**src/hdl/assert_macros.svh**
```systemverilog
// Assertion helpers shared by the RTL. Both expect clk and rst_n in scope.
`ifndef ASSERT_MACROS_SVH
`define ASSERT_MACROS_SVH

// Same-cycle implication.
`define JSU_ASSERT_SAME(lbl, ante, cons) \
  lbl: assert property (@(posedge clk) disable iff (!rst_n) (ante) |-> (cons)) \
    else $error("assertion failed: same-cycle check");

// Next-cycle implication.
`define JSU_ASSERT_NEXT(lbl, ante, cons) \
  lbl: assert property (@(posedge clk) disable iff (!rst_n) (ante) |=> (cons)) \
    else $error("assertion failed: next-cycle check");

`endif

```
**src/hdl/jsu_pkg.sv**
```systemverilog
`default_nettype none
package jsu_pkg;

  typedef struct packed {
    logic [7:0] data_byte;
    logic       first_byte;
  } jsu_in_t;

  typedef struct packed {
    logic [7:0] char_out;
    logic [1:0] status;
  } jsu_out_t;

  localparam logic [1:0] ST_CHAR  = 2'd0;
  localparam logic [1:0] ST_END   = 2'd1;
  localparam logic [1:0] ST_ERROR = 2'd2;

  localparam logic [7:0] CH_QUOTE  = 8'h22;
  localparam logic [7:0] CH_BSLASH = 8'h5c;
  localparam logic [7:0] CH_SLASH  = 8'h2f;
  localparam logic [7:0] CH_BS     = 8'h08;
  localparam logic [7:0] CH_FF     = 8'h0c;
  localparam logic [7:0] CH_LF     = 8'h0a;
  localparam logic [7:0] CH_CR     = 8'h0d;
  localparam logic [7:0] CH_TAB    = 8'h09;
  localparam logic [7:0] CH_SPACE  = 8'h20;

  typedef enum logic [2:0] {
    CLS_PLAIN,
    CLS_ZERO,
    CLS_QUOTE,
    CLS_BSLASH,
    CLS_CTRL
  } jsu_cls_t;

  typedef enum logic [2:0] {
    MODE_IDLE = 3'd0,
    MODE_BODY = 3'd1,
    MODE_ESC  = 3'd2,
    MODE_HEX1 = 3'd3,
    MODE_HEX2 = 3'd4,
    MODE_HEX3 = 3'd5,
    MODE_HEX4 = 3'd6
  } jsu_mode_t;

  // One classified byte, as queued between front and back.
  typedef struct packed {
    logic [7:0] data_byte;
    logic       first_byte;
    jsu_cls_t   cls;
    logic       esc_hit;
    logic [7:0] esc_char;
    logic       esc_u;
    logic       hex_hit;
    logic [3:0] hex_val;
  } jsu_item_t;

  typedef struct packed {
    logic       hit;
    logic [7:0] ch;
  } jsu_esc_t;

  typedef struct packed {
    logic       hit;
    logic [3:0] val;
  } jsu_hex_t;

  function automatic jsu_esc_t esc_map(input logic [7:0] b);
    jsu_esc_t r;
    r.hit = 1'b1;
    unique case (b)
      CH_QUOTE:  r.ch = CH_QUOTE;
      CH_BSLASH: r.ch = CH_BSLASH;
      CH_SLASH:  r.ch = CH_SLASH;
      8'h62:     r.ch = CH_BS;   // b
      8'h66:     r.ch = CH_FF;   // f
      8'h6e:     r.ch = CH_LF;   // n
      8'h72:     r.ch = CH_CR;   // r
      8'h74:     r.ch = CH_TAB;  // t
      default: begin
        r.hit = 1'b0;
        r.ch  = 8'h00;
      end
    endcase
    return r;
  endfunction

  function automatic jsu_hex_t hex_map(input logic [7:0] b);
    jsu_hex_t r;
    r.hit = 1'b1;
    r.val = 4'h0;
    if (b >= 8'h30 && b <= 8'h39) begin
      r.val = b[3:0];
    end else if ((b >= 8'h41 && b <= 8'h46) || (b >= 8'h61 && b <= 8'h66)) begin
      r.val = b[3:0] + 4'd9;
    end else begin
      r.hit = 1'b0;
    end
    return r;
  endfunction

endpackage
`default_nettype wire

```
**src/hdl/jsu_front.sv**
```systemverilog
`default_nettype none
// Classifies one incoming byte for the back end.
module jsu_front (
  input  wire jsu_pkg::jsu_in_t   in_item,
  output jsu_pkg::jsu_item_t      cls_item
);

  jsu_pkg::jsu_esc_t esc;
  jsu_pkg::jsu_hex_t hex;

  assign esc = jsu_pkg::esc_map(in_item.data_byte);
  assign hex = jsu_pkg::hex_map(in_item.data_byte);

  always_comb begin
    cls_item.data_byte  = in_item.data_byte;
    cls_item.first_byte = in_item.first_byte;
    cls_item.esc_hit    = esc.hit;
    cls_item.esc_char   = esc.ch;
    cls_item.esc_u      = (in_item.data_byte == 8'h75);  // u
    cls_item.hex_hit    = hex.hit;
    cls_item.hex_val    = hex.val;
    priority if (in_item.data_byte == 8'h00) begin
      cls_item.cls = jsu_pkg::CLS_ZERO;
    end else if (in_item.data_byte == jsu_pkg::CH_BSLASH) begin
      cls_item.cls = jsu_pkg::CLS_BSLASH;
    end else if (in_item.data_byte == jsu_pkg::CH_QUOTE) begin
      cls_item.cls = jsu_pkg::CLS_QUOTE;
    end else if (in_item.data_byte < jsu_pkg::CH_SPACE &&
                 in_item.data_byte != jsu_pkg::CH_TAB) begin
      cls_item.cls = jsu_pkg::CLS_CTRL;
    end else begin
      cls_item.cls = jsu_pkg::CLS_PLAIN;
    end
  end

endmodule
`default_nettype wire

```
**src/hdl/jsu_fifo.sv**
```systemverilog
`default_nettype none
`include "assert_macros.svh"
// Small register queue between front and back.
module jsu_fifo #(
  parameter int DEPTH = 2
) (
  input  wire                       clk,
  input  wire                       rst_n,
  input  wire                       push,
  input  wire jsu_pkg::jsu_item_t   push_item,
  output logic                      full,
  input  wire                       pop,
  output jsu_pkg::jsu_item_t        pop_item,
  output logic                      not_empty
);

  localparam int PW = (DEPTH > 1) ? $clog2(DEPTH) : 1;
  localparam int CW = $clog2(DEPTH + 1);

  jsu_pkg::jsu_item_t mem_r [DEPTH];
  logic [PW-1:0] wr_ptr_r, wr_ptr_nxt;
  logic [PW-1:0] rd_ptr_r, rd_ptr_nxt;
  logic [CW-1:0] count_r, count_nxt;

  assign full      = (count_r == CW'(DEPTH));
  assign not_empty = (count_r != '0);
  assign pop_item  = mem_r[rd_ptr_r];

  always_comb begin
    wr_ptr_nxt = wr_ptr_r;
    rd_ptr_nxt = rd_ptr_r;
    count_nxt  = count_r;
    if (push) begin
      wr_ptr_nxt = (wr_ptr_r == PW'(DEPTH - 1)) ? '0 : wr_ptr_r + PW'(1);
    end
    if (pop) begin
      rd_ptr_nxt = (rd_ptr_r == PW'(DEPTH - 1)) ? '0 : rd_ptr_r + PW'(1);
    end
    if (push && !pop) begin
      count_nxt = count_r + CW'(1);
    end else if (pop && !push) begin
      count_nxt = count_r - CW'(1);
    end
  end

  always_ff @(posedge clk) begin
    if (!rst_n) begin
      wr_ptr_r <= '0;
      rd_ptr_r <= '0;
      count_r  <= '0;
    end else begin
      wr_ptr_r <= wr_ptr_nxt;
      rd_ptr_r <= rd_ptr_nxt;
      count_r  <= count_nxt;
    end
  end

  always_ff @(posedge clk) begin
    if (push) begin
      mem_r[wr_ptr_r] <= push_item;
    end
  end

  `JSU_ASSERT_SAME(a_no_overflow, push, !full)
  `JSU_ASSERT_SAME(a_no_underflow, pop, not_empty)

endmodule
`default_nettype wire

```
**src/hdl/jsu_back.sv**
```systemverilog
`default_nettype none
`include "assert_macros.svh"
// Escape state machine and output register.
module jsu_back (
  input  wire                       clk,
  input  wire                       rst_n,
  input  wire                       item_avail,
  input  wire jsu_pkg::jsu_item_t   item,
  output logic                      pop,
  output logic                      out_valid,
  input  wire                       out_ready,
  output jsu_pkg::jsu_out_t         out_data
);

  jsu_pkg::jsu_mode_t mode_r, mode_nxt, mode_eff;
  // Last hex digit; with the fourth digit it forms the low byte of the value.
  logic [3:0]         hex_r, hex_nxt;
  logic               out_valid_r;
  jsu_pkg::jsu_out_t  out_data_r;
  logic               res_hit;
  jsu_pkg::jsu_out_t  res;

  assign pop       = item_avail && (!out_valid_r || out_ready);
  assign mode_eff  = item.first_byte ? jsu_pkg::MODE_BODY : mode_r;
  assign out_valid = out_valid_r;
  assign out_data  = out_data_r;

  // Next state
  always_comb begin
    mode_nxt = mode_r;
    hex_nxt  = hex_r;
    if (pop) begin
      if (item.first_byte) begin
        hex_nxt = 4'h0;
      end
      unique case (mode_eff)
        jsu_pkg::MODE_BODY: begin
          unique case (item.cls)
            jsu_pkg::CLS_PLAIN:  mode_nxt = jsu_pkg::MODE_BODY;
            jsu_pkg::CLS_BSLASH: mode_nxt = jsu_pkg::MODE_ESC;
            default:             mode_nxt = jsu_pkg::MODE_IDLE;
          endcase
        end
        jsu_pkg::MODE_ESC: begin
          if (item.esc_u) begin
            mode_nxt = jsu_pkg::MODE_HEX1;
            hex_nxt  = 4'h0;
          end else if (item.esc_hit) begin
            mode_nxt = jsu_pkg::MODE_BODY;
          end else begin
            mode_nxt = jsu_pkg::MODE_IDLE;
          end
        end
        jsu_pkg::MODE_HEX1, jsu_pkg::MODE_HEX2, jsu_pkg::MODE_HEX3,
        jsu_pkg::MODE_HEX4: begin
          if (item.hex_hit) begin
            hex_nxt  = item.hex_val;
            mode_nxt = (mode_eff == jsu_pkg::MODE_HEX4) ? jsu_pkg::MODE_BODY
                                                        : jsu_pkg::jsu_mode_t'(mode_eff + 3'd1);
          end else begin
            mode_nxt = jsu_pkg::MODE_IDLE;
          end
        end
        default: mode_nxt = jsu_pkg::MODE_IDLE;
      endcase
    end
  end

  // Result for the item being popped
  always_comb begin
    res_hit      = 1'b0;
    res.char_out = 8'h00;
    res.status   = jsu_pkg::ST_CHAR;
    unique case (mode_eff)
      jsu_pkg::MODE_BODY: begin
        res_hit = (item.cls != jsu_pkg::CLS_BSLASH);
        unique case (item.cls)
          jsu_pkg::CLS_PLAIN: res.char_out = item.data_byte;
          jsu_pkg::CLS_QUOTE: res.status   = jsu_pkg::ST_END;
          jsu_pkg::CLS_ZERO,
          jsu_pkg::CLS_CTRL:  res.status   = jsu_pkg::ST_ERROR;
          default:            res.status   = jsu_pkg::ST_CHAR;
        endcase
      end
      jsu_pkg::MODE_ESC: begin
        res_hit = !item.esc_u;
        if (item.esc_hit) begin
          res.char_out = item.esc_char;
        end else begin
          res.status = jsu_pkg::ST_ERROR;
        end
      end
      jsu_pkg::MODE_HEX1, jsu_pkg::MODE_HEX2, jsu_pkg::MODE_HEX3: begin
        res_hit    = !item.hex_hit;
        res.status = jsu_pkg::ST_ERROR;
      end
      jsu_pkg::MODE_HEX4: begin
        res_hit = 1'b1;
        if (item.hex_hit) begin
          res.char_out = {hex_r, item.hex_val};
        end else begin
          res.status = jsu_pkg::ST_ERROR;
        end
      end
      default: res_hit = 1'b0;
    endcase
  end

  always_ff @(posedge clk) begin
    if (!rst_n) begin
      mode_r      <= jsu_pkg::MODE_IDLE;
      hex_r       <= 4'h0;
      out_valid_r <= 1'b0;
    end else begin
      mode_r <= mode_nxt;
      hex_r  <= hex_nxt;
      if (pop) begin
        out_valid_r <= res_hit;
      end else if (out_ready) begin
        out_valid_r <= 1'b0;
      end
    end
  end

  always_ff @(posedge clk) begin
    if (pop && res_hit) begin
      out_data_r <= res;
    end
  end

  `JSU_ASSERT_SAME(a_status_legal, out_valid_r, out_data_r.status != 2'd3)
  `JSU_ASSERT_SAME(a_nonchar_zero,
                   out_valid_r && out_data_r.status != jsu_pkg::ST_CHAR,
                   out_data_r.char_out == 8'h00)
  `JSU_ASSERT_NEXT(a_idle_after_stop,
                   pop && res_hit && res.status != jsu_pkg::ST_CHAR,
                   mode_r == jsu_pkg::MODE_IDLE)

endmodule
`default_nettype wire

```
**src/hdl/json_string_unescape.sv**
```systemverilog
`default_nettype none
// JSON string body unescaper. Feed the bytes that follow the opening quote,
// one per item, with first_byte set on the first of each string; that byte
// drops any parse in progress. Each item gives zero or one result: a decoded
// character (status 0), end of string at the unescaped closing quote
// (status 1), or an error (status 2) for a zero byte, a raw control byte
// other than tab, an unknown escape letter or a bad hex digit. A \u escape
// yields the low 8 bits of its four hex digits. A backslash, and the u and
// the first three hex digits of a \u escape, give no result. After an end or
// an error, bytes are dropped until the next first_byte. The block takes one
// byte per clock sustained while out_ready is high. A byte is registered in
// the classify queue, then the escape state machine loads its result into the
// output register that drives out_valid; a result that waits for out_ready
// holds later bytes in the queue. The queue between the byte classifier and
// the escape state machine is QDEPTH entries deep, so while a result waits
// for out_ready the input still takes up to QDEPTH more bytes before
// in_ready drops.
module json_string_unescape #(
  parameter int QDEPTH = 2
) (
  input  wire                       clk,
  input  wire                       rst_n,
  input  wire                       in_valid,
  output logic                      in_ready,
  input  wire jsu_pkg::jsu_in_t     in_data,
  output logic                      out_valid,
  input  wire                       out_ready,
  output jsu_pkg::jsu_out_t         out_data
);

  jsu_pkg::jsu_item_t cls_item;
  jsu_pkg::jsu_item_t q_item;
  logic               q_full;
  logic               q_avail;
  logic               q_pop;
  logic               q_push;

  assign in_ready = !q_full;
  assign q_push   = in_valid && !q_full;

  // Front: byte classification (escape letter, hex digit, control byte)
  jsu_front u_front (
    .in_item  (in_data),
    .cls_item (cls_item)
  );

  // Queue between front and back
  jsu_fifo #(
    .DEPTH (QDEPTH)
  ) u_fifo (
    .clk       (clk),
    .rst_n     (rst_n),
    .push      (q_push),
    .push_item (cls_item),
    .full      (q_full),
    .pop       (q_pop),
    .pop_item  (q_item),
    .not_empty (q_avail)
  );

  // Back: escape state machine, result register
  jsu_back u_back (
    .clk        (clk),
    .rst_n      (rst_n),
    .item_avail (q_avail),
    .item       (q_item),
    .pop        (q_pop),
    .out_valid  (out_valid),
    .out_ready  (out_ready),
    .out_data   (out_data)
  );

endmodule
`default_nettype wire

```
**config.mk**
```make
export PLATFORM = sky130hd
export DESIGN_NAME = json_string_unescape
export DESIGN_NICKNAME = d
export VERILOG_FILES = /design/src/hdl/jsu_pkg.sv /design/src/hdl/jsu_front.sv /design/src/hdl/jsu_fifo.sv /design/src/hdl/jsu_back.sv /design/src/hdl/json_string_unescape.sv
export VERILOG_INCLUDE_DIRS = /design/src /design/src/hdl
export SDC_FILE = /design/constraint.sdc
export NUM_CORES = 1
export LEC_CHECK = 0
export ABC_AREA = 1
export ABC_CLOCK_PERIOD_IN_PS = 2350
export BUFFER_PORTS_ARGS = -buffer_cell sky130_fd_sc_hd__buf_4
export CAP_MARGIN = 10
export CORE_MARGIN = 3
export CORE_UTILIZATION = 57
export CTS_BUF_LIST = sky130_fd_sc_hd__clkbuf_8
export CTS_CLUSTER_DIAMETER = 40
export CTS_CLUSTER_SIZE = 24
export DETAILED_ROUTE_END_ITERATION = 10
export GPL_TIMING_DRIVEN = 0
export HOLD_SLACK_MARGIN = 0.08
export PLACE_DENSITY = 0.78
export SYNTH_ARGS = -nofsm -noshare
export SYNTH_HDL_FRONTEND = slang
export SYNTH_HIERARCHICAL = 1
export SYNTH_SLANG_ARGS = --single-unit
export TNS_END_PERCENT = 10
```
**constraint.sdc**
```tcl
create_clock -name clk -period 2.35 [get_ports clk]
set_input_delay 0.235 -clock clk [delete_from_list [all_inputs] [get_ports clk]]
set_output_delay 0.235 -clock clk [all_outputs]
set_load 0.02 [all_outputs]
```
# [Yosys cells after proc, flatten, opt, wreduce, memory -nomap -nowiden]
# Memories as Yosys holds them, arrays and structs flattened. A register that Yosys moved wholly into a read port is not among the register bits.
# Index checks and enable logic that the tools add are counted.
[word_totals] ram_bits=52 n_memories=1 register_bits=22 romBits=0 latchBits=0
[op_classes] add_sub_neg=6 reduce_logical=26 div_mod_pow=0 n_lt_le_gt_ge=7 n_eq_ne=22 n_shift=0 n_mux=40 n_bitwise=0 multipliers=0
[mem_list] name="u_fifo.mem_r" words=2 width=26 rd=1 rd_clocked_by_memory_dff=1 wr=1 line="jsu_fifo.sv:20" source="jsu_pkg::jsu_item_t mem_r [DEPTH];"
[op_table] cell="equality test 8 x 7 -> 1 bit, second input constant" count=7
[op_table] cell="one-hot mux 7 bit (8 select lines)" count=1
[op_table] cell="2-to-1 mux 3 bit" count=8
[op_table] cell="2-to-1 mux 8 bit" count=3
[op_table] cell="one-hot mux 8 bit (3 select lines)" count=1
[op_table] cell="2-to-1 mux 4 bit" count=5
[op_table] cell="equality test 8 x 6 -> 1 bit, second input constant" count=2
[op_table] cell=">= comparator 8 x 7 -> 1 bit, second input constant" count=2
[op_table] cell="<= comparator 8 x 7 -> 1 bit, second input constant" count=2
[op_table] cell="equality test 3 x 2 -> 1 bit, second input constant" count=4
[op_table] cell="equality test 3 bit, second input constant" count=4
[op_table] cell="2-to-1 mux 1 bit" count=12
[op_table] cell="logical AND 1 bit" count=9
[op_table] cell="one-hot mux 3 bit (3 select lines)" count=1
[op_table] cell=">= comparator 8 x 6 -> 1 bit, second input constant" count=1
[op_table] cell="<= comparator 8 x 6 -> 1 bit, second input constant" count=1
[op_table] cell="logical NOT 8 bit" count=1
[op_table] cell="less-than comparator 8 x 6 -> 1 bit, second input constant" count=1
[op_table] cell="2-to-1 mux 2 bit" count=4
[op_table] cell="inequality test 8 x 4 -> 1 bit, second input constant" count=1
[op_table] cell="one-hot mux 2 bit (2 select lines)" count=2
[op_table] cell="one-hot mux 2 bit (4 select lines)" count=1
[op_table] cell="one-hot mux 4 bit (2 select lines)" count=1
[op_table] cell="OR reduction 8 bit" count=1
[op_table] cell="16 further kinds" count=26

# [Longest topological paths before layout]
# Gate-level depths: netlist (run 1).
[logic_depth] ltp_word=7 mapped_depth=13 depth_no_buf=12

# [By module]
# Netlist (run 1), hierarchy kept.
[by_module_without_submodules] module="jsu_fifo" area_per_inst_um2=2279.7 cells_each=119 instances=1
[by_module_without_submodules] module="jsu_back" area_per_inst_um2=1203.7 cells_each=164 instances=1
[by_module_without_submodules] module="jsu_front" area_per_inst_um2=570.5 cells_each=106 instances=1
[by_module_without_submodules] module="json_string_unescape" area_per_inst_um2=13.8 cells_each=3 instances=1

# [Least setup slack after synthesis (run 1)]
# OpenSTA, ideal clock, no wires.
[synth_path] kind="reg2reg" startpoint="register u_fifo.count_r[1]" endpoint="memory u_fifo/mem_r[0][0] in the netlist's numbering, enable pin" setup_slack_ps=162 synth_period_minus_slack_ps=2188 required_ps=1939 path_stages_with_launch=6 arrival_ps=1777 path_buffers=0 cell_sequence="dfxtp_1 inv_1 nor2_1 nor2_2 inv_1 nor2_1"
[synth_between] elab_chain_len=5
[synth_lines] element="from (decl)" line="jsu_fifo.sv:23" source="logic [CW-1:0] count_r, count_nxt;"
[synth_lines] element="from (signal assigned)" line="jsu_fifo.sv:54" source="count_r <= count_nxt;"
[synth_lines] element="equality test 2 bit" line="jsu_fifo.sv:25" source="assign full = (count_r == CW'(DEPTH));"
[synth_lines] element="via q_full" line="json_string_unescape.sv:33" source="logic q_full;"
[synth_lines] element="logical NOT 1 bit" line="json_string_unescape.sv:39" source="assign q_push = in_valid && !q_full;"
[synth_lines] element="logical AND 1 bit" line="json_string_unescape.sv:39"
[synth_lines] element="via q_push" line="json_string_unescape.sv:36" source="logic q_push;"
[synth_lines] element="2-to-1 mux 1 bit" line="jsu_fifo.sv:59" source="if (push) begin"
[synth_lines] element="2-to-1 mux 1 bit (implied by the code)" line="jsu_fifo.sv:60" source="mem_r[wr_ptr_r] <= push_item;"
[synth_lines] element="to (decl)" line="jsu_fifo.sv:20"
# The timed path passes the listed nets, and every way through them passes these cells.

==> impl_metrics.ini, run 1 <==
[outcome]
outcome = finished, final reports clean

[floorplan]
coreArea_um2 = 6870
floorplan.rows = 30
die_h_um = 90.5
initial_core_utilization = 0.592
design.die.area_um2 = 8190
floorplan.die.width_um = 90.5
pin_count = 25

[critical_path]
crit_family = buffers and inverters
worst-r2r-setup-slack_ps = 110
timing.critical_path.fanout_max = 8
critical_path.n_buffers_inverters = 7
path_class = reg -> reg
slowest_delay_ps = 330
cp.arrival_ps = 2350
critPathCaptureType = register
worstPathCellList = buf_6 > buf_12 > mux2_4 > buf_6 > inv_4 > nand2_2 > nand3_2 > inv_2 > o21ai_0 > nand3_1 > nand2_2 > clkinvlp_4 > buf_12
worst-endpoint-required_ps = 2460
worst_setup_path_start_kind = register
critical-path-slowest-cell = sky130_fd_sc_hd__dfxtp_1

[synth]
yosys.area.top_type_share = 0.472
seq_area_frac_synth = 0.536
synthTopCellsByArea = sky130_fd_sc_hd__edfxtp_1, sky130_fd_sc_hd__mux2_4, sky130_fd_sc_hd__nand2_1
yosys.area.top_type = sky130_fd_sc_hd__edfxtp_1
syn-num-nets = 410
synth_cell_type_count = 36
share_of_synthesized_registers_carrying_an_async_set_or_reset = 0
yosysWarningCount = 6
synthesis.area_um2 = 4070
avgSynthCellArea_um2 = 10.4
postSynthCellCount = 392
synth_edf_count = 64
post_synthesis_sequential_element_count = 77
synth_ff_type = sky130_fd_sc_hd__edfxtp_1

[clock_tree]
cts_buffer_count = 9
ctsLongestPathBuffers = 2
ctsHtreeMaxLevel = 3
clkTransAtPathRegs_ps = 80
number_of_clock_sinks_seen_by_cts = 77
cts_tree = yes
clk-insertion-delay-late_ps = 340
cts.root.buffer_cell = sky130_fd_sc_hd__clkbuf_8

[routing]
route.antenna.remaining_nets = 0
initialDrtViolationCount = 261
route.final.wire_length_um = 8480
routed_wire_length_per_instance_um = 15.6
post-route-drc-count = 0
detailedRoute.firstPassIterationCount = 4
vias = 2950
ratio_of_routed_vias_to_standard_cells = 5.41

[power_and_ir_drop]
vdd.ir_drop.worst_v = 0.000420
power_leakage_uw = 0.00195
p_per_area_nw_per_um2 = 1010

[timing]
grt_setup_unrepaired = no
finalSetupTns_ps = 0
report.final.hold_viol_count = 0
slew_violations = 0
tightest_slew_ps = 1090
setup_viol_count_final = 0
final.min_clock_period_ps = 2240
timing.final.crit_share = 0.953
achievable-frequency_mhz = 447
max-slew-margin-rel = 0.275
worst_clock_skew_ps = 13.0

[global_route]
largest_net_degree_at_the_start_of_global_routing = 28
first_global_vias = 2872
grt_util_all_layers = 0.215
wire_length_of_the_first_global_routing_pass_um = 13700
grt_antenna_before_repair = 0
grt_overflow_total = 0

[placed_design]
globalplace.congestion = 0.973
place_hpwl_um = 5930
dp.cells = 510
port_buffers = 21

[final_layout]
most_common_library_cell_in_the_layout_ignoring_fill_and_taps = sky130_fd_sc_hd__nand2_1
layout_common_cells = sky130_fd_sc_hd__nand2_1, sky130_fd_sc_hd__edfxtp_1, sky130_fd_sc_hd__buf_4, sky130_fd_sc_hd__nand3_1, sky130_fd_sc_hd__inv_1
fillers = 509
final-instance-count-excl-fill = 545
nets = 462
layout-area-overhead-vs-synth_pct = 16.9
drive_above_1_share = 0.312
insertedDiodeCount = 0

[worst_hold_path]
worstHoldPathType = in -> reg

[job]
maxCapViolCount = 0
power by group:
group	total [µW]	switching (µW)	internal, µW
combinational	1840	1020	825
sequential	1860	80.9	1770
clock	1100	476	625
metrics by stage:
step	instance area [µm²]	setup slack (ps)	hold WS, ps	power [µW]	utilization
after floorplan	4070	162	356	3090	-
after global placement	4350	-506	421	3460	0.633
after detailed placement	4360	-153	423	3520	0.635
after CTS	4650	11.5	146	4680	0.677
after global routing	4760	23.5	148	5040	0.693
final	4760	111	150	4800	0.693
sequential cells by signal (all words and copies together) (netlist names), named ones only:
name and cells:
u_back/hex_r 4, u_fifo/wr_ptr_r 1, u_back/out_data 10, u_back/out_valid 1, u_fifo/rd_ptr_r 1, u_back/mode_r 3
u_fifo/count_r 2, u_fifo/mem_r 54
cell usage after synthesis, types with 2 or more instances:
cell type                   n
sky130_fd_sc_hd__o211ai_1   6
sky130_fd_sc_hd__o21ai_1    6
sky130_fd_sc_hd__ha_1       5
sky130_fd_sc_hd__inv_2      7
sky130_fd_sc_hd__buf_12     2
sky130_fd_sc_hd__mux2_2     7
sky130_fd_sc_hd__nor2_2     7
sky130_fd_sc_hd__nand2_2    9
sky130_fd_sc_hd__mux2_4    20
sky130_fd_sc_hd__nand3_1   49
sky130_fd_sc_hd__nand4_1    8
sky130_fd_sc_hd__buf_4     13
sky130_fd_sc_hd__dfxtp_1   13
sky130_fd_sc_hd__a21oi_1    9
sky130_fd_sc_hd__o21ai_0    3
sky130_fd_sc_hd__buf_6      4
sky130_fd_sc_hd__nor2_1    31
sky130_fd_sc_hd__edfxtp_1  64
sky130_fd_sc_hd__nor2_4     4
sky130_fd_sc_hd__inv_1     32
sky130_fd_sc_hd__a21oi_2    3
sky130_fd_sc_hd__o21ai_2    2
sky130_fd_sc_hd__nand2_1   75
cell families after synthesis:
| logic type | count (synthesis) | synth area share |
|---|---|---|
| AND/OR/NAND/NOR | 188 | 0.219 |
| flip-flops | 77 | 0.536 |
| buffers and inverters | 62 | 0.0855 |
| AO/OA/AOI/OAI | 31 | 0.0477 |
| multiplexers | 27 | 0.0932 |
| adder cells (fa/ha/maj) | 5 | 0.0154 |
| other | 1 | 0.000922 |
| XOR/XNOR | 1 | 0.00215 |
layout make-up:
class,count,area (µm²),area share
Buffer,21,191,0.0402
Clock buffer,10,138,0.0289
Clock inverter,6,87.6,0.0184
Inverter,41,160,0.0337
Multi-Input combinational cell,253,1540,0.324
Sequential cell,77,2180,0.459
Tap cell,96,120,0.0252
Timing Repair Buffer,41,335,0.0705
metal layers:
metal,up-vias,track usage,routed length (µm)
met4,0,0.0842,206
met1,1403,0.252,3460
met5,-,0,0
met2,90,0.384,4390
met3,18,0.0433,419
li1,1439,-,-
worst paths after layout:
path	start	to	depth (start not counted)
max	register	u_back/out_data[0]	13
max reg2reg	register	u_back/out_data[0]	13
min reg2reg	u_back/out_valid	u_back/out_valid	2
min	rst_n	u_fifo/count_r[1]	3
what timing repair did:
item                                    4_1_cts  5_1_grt
setup buffers                                 2       14
endpoints found under the hold margin         6        0
resized for setup                             1        1
endpoints found under the setup margin       10       10
hold buffers                                  3        0
pin swaps                                     0        3
worst reg2reg max path: cells and delay by family (launching register included):
kind                   cells  cell delay, ps
DFF                        1             330
and+or+nand+nor            4             470
buffers and inverters      7             820
AOI/OAI and AO/OA          1              90
muxes                      1             290
Note: power is estimated with default switching activity, not from simulation.
==> run 2: changes to the inputs <==
Settings changed: ABC_CLOCK_PERIOD_IN_PS 2350 to 2500, CELL_PAD_IN_SITES_DETAIL_PLACEMENT set to 2, CELL_PAD_IN_SITES_GLOBAL_PLACEMENT set to 2, CORE_UTILIZATION 57 to 42, PLACE_DENSITY 0.78 to unset, PLACE_DENSITY_LB_ADDON set to 0.15.
Clock period 2.35 ns to 2.5 ns, I/O delays scaled along.
==> run 2 against run 1 <==
Worst hold slack improved by 7.3 ps. Sequential share of layout area increased by 0.39 points. Register-to-register slack improved by 40 ps. Largest power group unchanged. Critical path type unchanged. Largest cell class unchanged. Clock power about the same. Sequential power decreased by 5%. Power decreased by 4.4%. Design area decreased by 0.84%. Routed wire length increased by 35%. Critical path depth decreased by 1. Clock skew increased by 3.7 ps. Via count increased by 1.6%. Final cell count increased by 4.4%.
==> impl_metrics.ini, run 2 (synthesis gave the netlist of run 1 again) <==
[floorplan]
pin_count = 25
initial_core_utilization = 0.436
floorplan.die.width_um = 104
floorplan.rows = 35
design.die.area_um2 = 10900
die_h_um = 104
coreArea_um2 = 9330

[worst_hold_path]
worstHoldPathType = in -> reg
worst_hold_startpoint = rst_n
whs_endpoint = u_fifo/count_r[1]
hold_path_depth = 3

[final_layout]
finish.instance_area_um2 = 4720
layout_common_cells = sky130_fd_sc_hd__nand2_1, sky130_fd_sc_hd__edfxtp_1, sky130_fd_sc_hd__nand3_1
drive_above_1_share = 0.298
final-instance-count-excl-fill = 569
post_layout_util = 0.506
layout-area-overhead-vs-synth_pct = 16.0
most_common_library_cell_in_the_layout_ignoring_fill_and_taps = sky130_fd_sc_hd__nand2_1
insertedDiodeCount = 0
top_register = u_fifo/mem_r
nets = 453
largest_register_ff_count = 54

[global_route]
largest_net_degree_at_the_start_of_global_routing = 28
grt_antenna_before_repair = 0
grt_overflow_total = 0
wire_length_of_the_first_global_routing_pass_um = 18300
first_global_vias = 3288
grt_util_all_layers = 0.218

[timing]
max-slew-margin-rel = 0.187
timing.final.crit_share = 0.940
grt_setup_unrepaired = no
achievable-frequency_mhz = 426
final.min_clock_period_ps = 2350
slew_violations = 0
setup_viol_count_final = 0
report.final.hold_viol_count = 0
tightest_slew_ps = 1220
worst_clock_skew_ps = 16.7

[job]
maxCapViolCount = 0

[routing]
route.antenna.remaining_nets = 0
ratio_of_routed_vias_to_standard_cells = 5.27
initialDrtViolationCount = 113
post-route-drc-count = 0
vias = 2996
detailedRoute.firstPassIterationCount = 4
routed_wire_length_per_instance_um = 20.1
route.final.wire_length_um = 11400

[placed_design]
dp.cells = 542
port_buffers = 21
place_hpwl_um = 8130
dpl_cell_area_um2 = 4390
globalplace.congestion = 0.793

[clock_tree]
ctsLongestPathBuffers = 2
cts_buffer_count = 9
cts_tree = yes
ctsHtreeMaxLevel = 3
cts.root.buffer_cell = sky130_fd_sc_hd__clkbuf_8
clkTransAtPathRegs_ps = 90
number_of_clock_sinks_seen_by_cts = 77
clk-insertion-delay-late_ps = 360

[critical_path]
worst-r2r-setup-slack_ps = 150
worst_setup_path_start_kind = register
timing.rr.end = u_back/out_data[5]
cp.arrival_ps = 2440
timing.critical_path.fanout_max = 8
path_class = reg -> reg
path_depth_of_the_worst_reg2reg_path = 12
critPathCaptureType = register
worst-endpoint-required_ps = 2590

[power_and_ir_drop]
vdd.ir_drop.worst_v = 0.000475
power_leakage_uw = 0.00190
p_per_area_nw_per_um2 = 972

[outcome]
outcome = finished, final reports clean
[run 2: cell types whose count changed in the layout (fill, tap and decap cells not counted), sizes merged]
cell    before  now
inv         40   42
clkbuf      11   10
buf         58   48
[run 2: area by class of cell]
class / count / area, µm²
fill: 975 / 4610
timing repair inverter: 1 / 7.51
clock inverter: 7 / 97.6
clock buffer: 9 / 124
multi-input combinational: 253 / 1550
buffer: 21 / 191
timing repair buffer: 31 / 240
inverter: 41 / 160
tap: 129 / 161
sequential: 77 / 2180
[run 2: power by group]
group | internal [µW] | switching (µW)
Clock | 568 | 501
Combinational | 706 | 1060
Sequential | 1670 | 86.1
[run 2: through the flow]
| stage | worst slack, ps | setup TNS [ps] | hold WS [ps] | total power [µW] |
|---|---|---|---|---|
| after global routing | 47.5 | 0 | 158 | 4820 |
| after CTS | 41.0 | 0 | 146 | 4530 |
| final | 151 | 0 | 157 | 4590 |
| after global placement | -478 | -12840 | 436 | 3300 |
| after detailed placement | 2.03 | 0 | 445 | 3410 |
| after floorplan | 312 | 0 | 371 | 2900 |
[run 2: layer usage]
| metal | vias to the layer above | part of all wire | wire length [µm] | global-route usage |
|---|---|---|---|---|
| li1 | 1422 | - | - | - |
| met1 | 1496 | 0.41 | 4740 | 0.265 |
| met2 | 63 | 0.53 | 6050 | 0.389 |
| met3 | 15 | 0.036 | 417 | 0.0403 |
| met4 | 0 | 0.019 | 223 | 0.0665 |
| met5 | - | 0 | 0 | 0 |
[run 2: timing repair]
action | in CTS | in global routing
pin swaps | 0 | 2
setup endpoints to repair | 10 | 10
hold buffers | 3 | 0
gates cloned | 1 | 0
resized for setup | 3 | 1
endpoints found under the hold margin | 6 | 0
buffers inserted | 0 | 7
[run 2: critical path: stages, from the launching register on]
cell and delay, ps:
sky130_fd_sc_hd__dfxtp_1 330, sky130_fd_sc_hd__buf_6 150, sky130_fd_sc_hd__buf_12 120, sky130_fd_sc_hd__mux2_4 290, sky130_fd_sc_hd__buf_6 150, sky130_fd_sc_hd__inv_4 90, sky130_fd_sc_hd__nand2_2 90, sky130_fd_sc_hd__nand3_2 120
sky130_fd_sc_hd__inv_2 60, sky130_fd_sc_hd__o21ai_0 110, sky130_fd_sc_hd__nand3_1 210, sky130_fd_sc_hd__nand2_4 170, sky130_fd_sc_hd__clkinvlp_4 170
[run 2: worst max path at each step]
stage                                     end  cells past startpoint              start
after floorplan            u_fifo/mem_r[0][0]                      5  u_fifo/count_r[1]
after global placement    u_fifo/mem_r[0][13]                      5  u_fifo/count_r[1]
after detailed placement   u_back/out_data[9]                     11           register
after CTS                  u_back/out_data[5]                     12           register
after global routing       u_back/out_data[5]                     12           register
final                      u_back/out_data[5]                     12           register
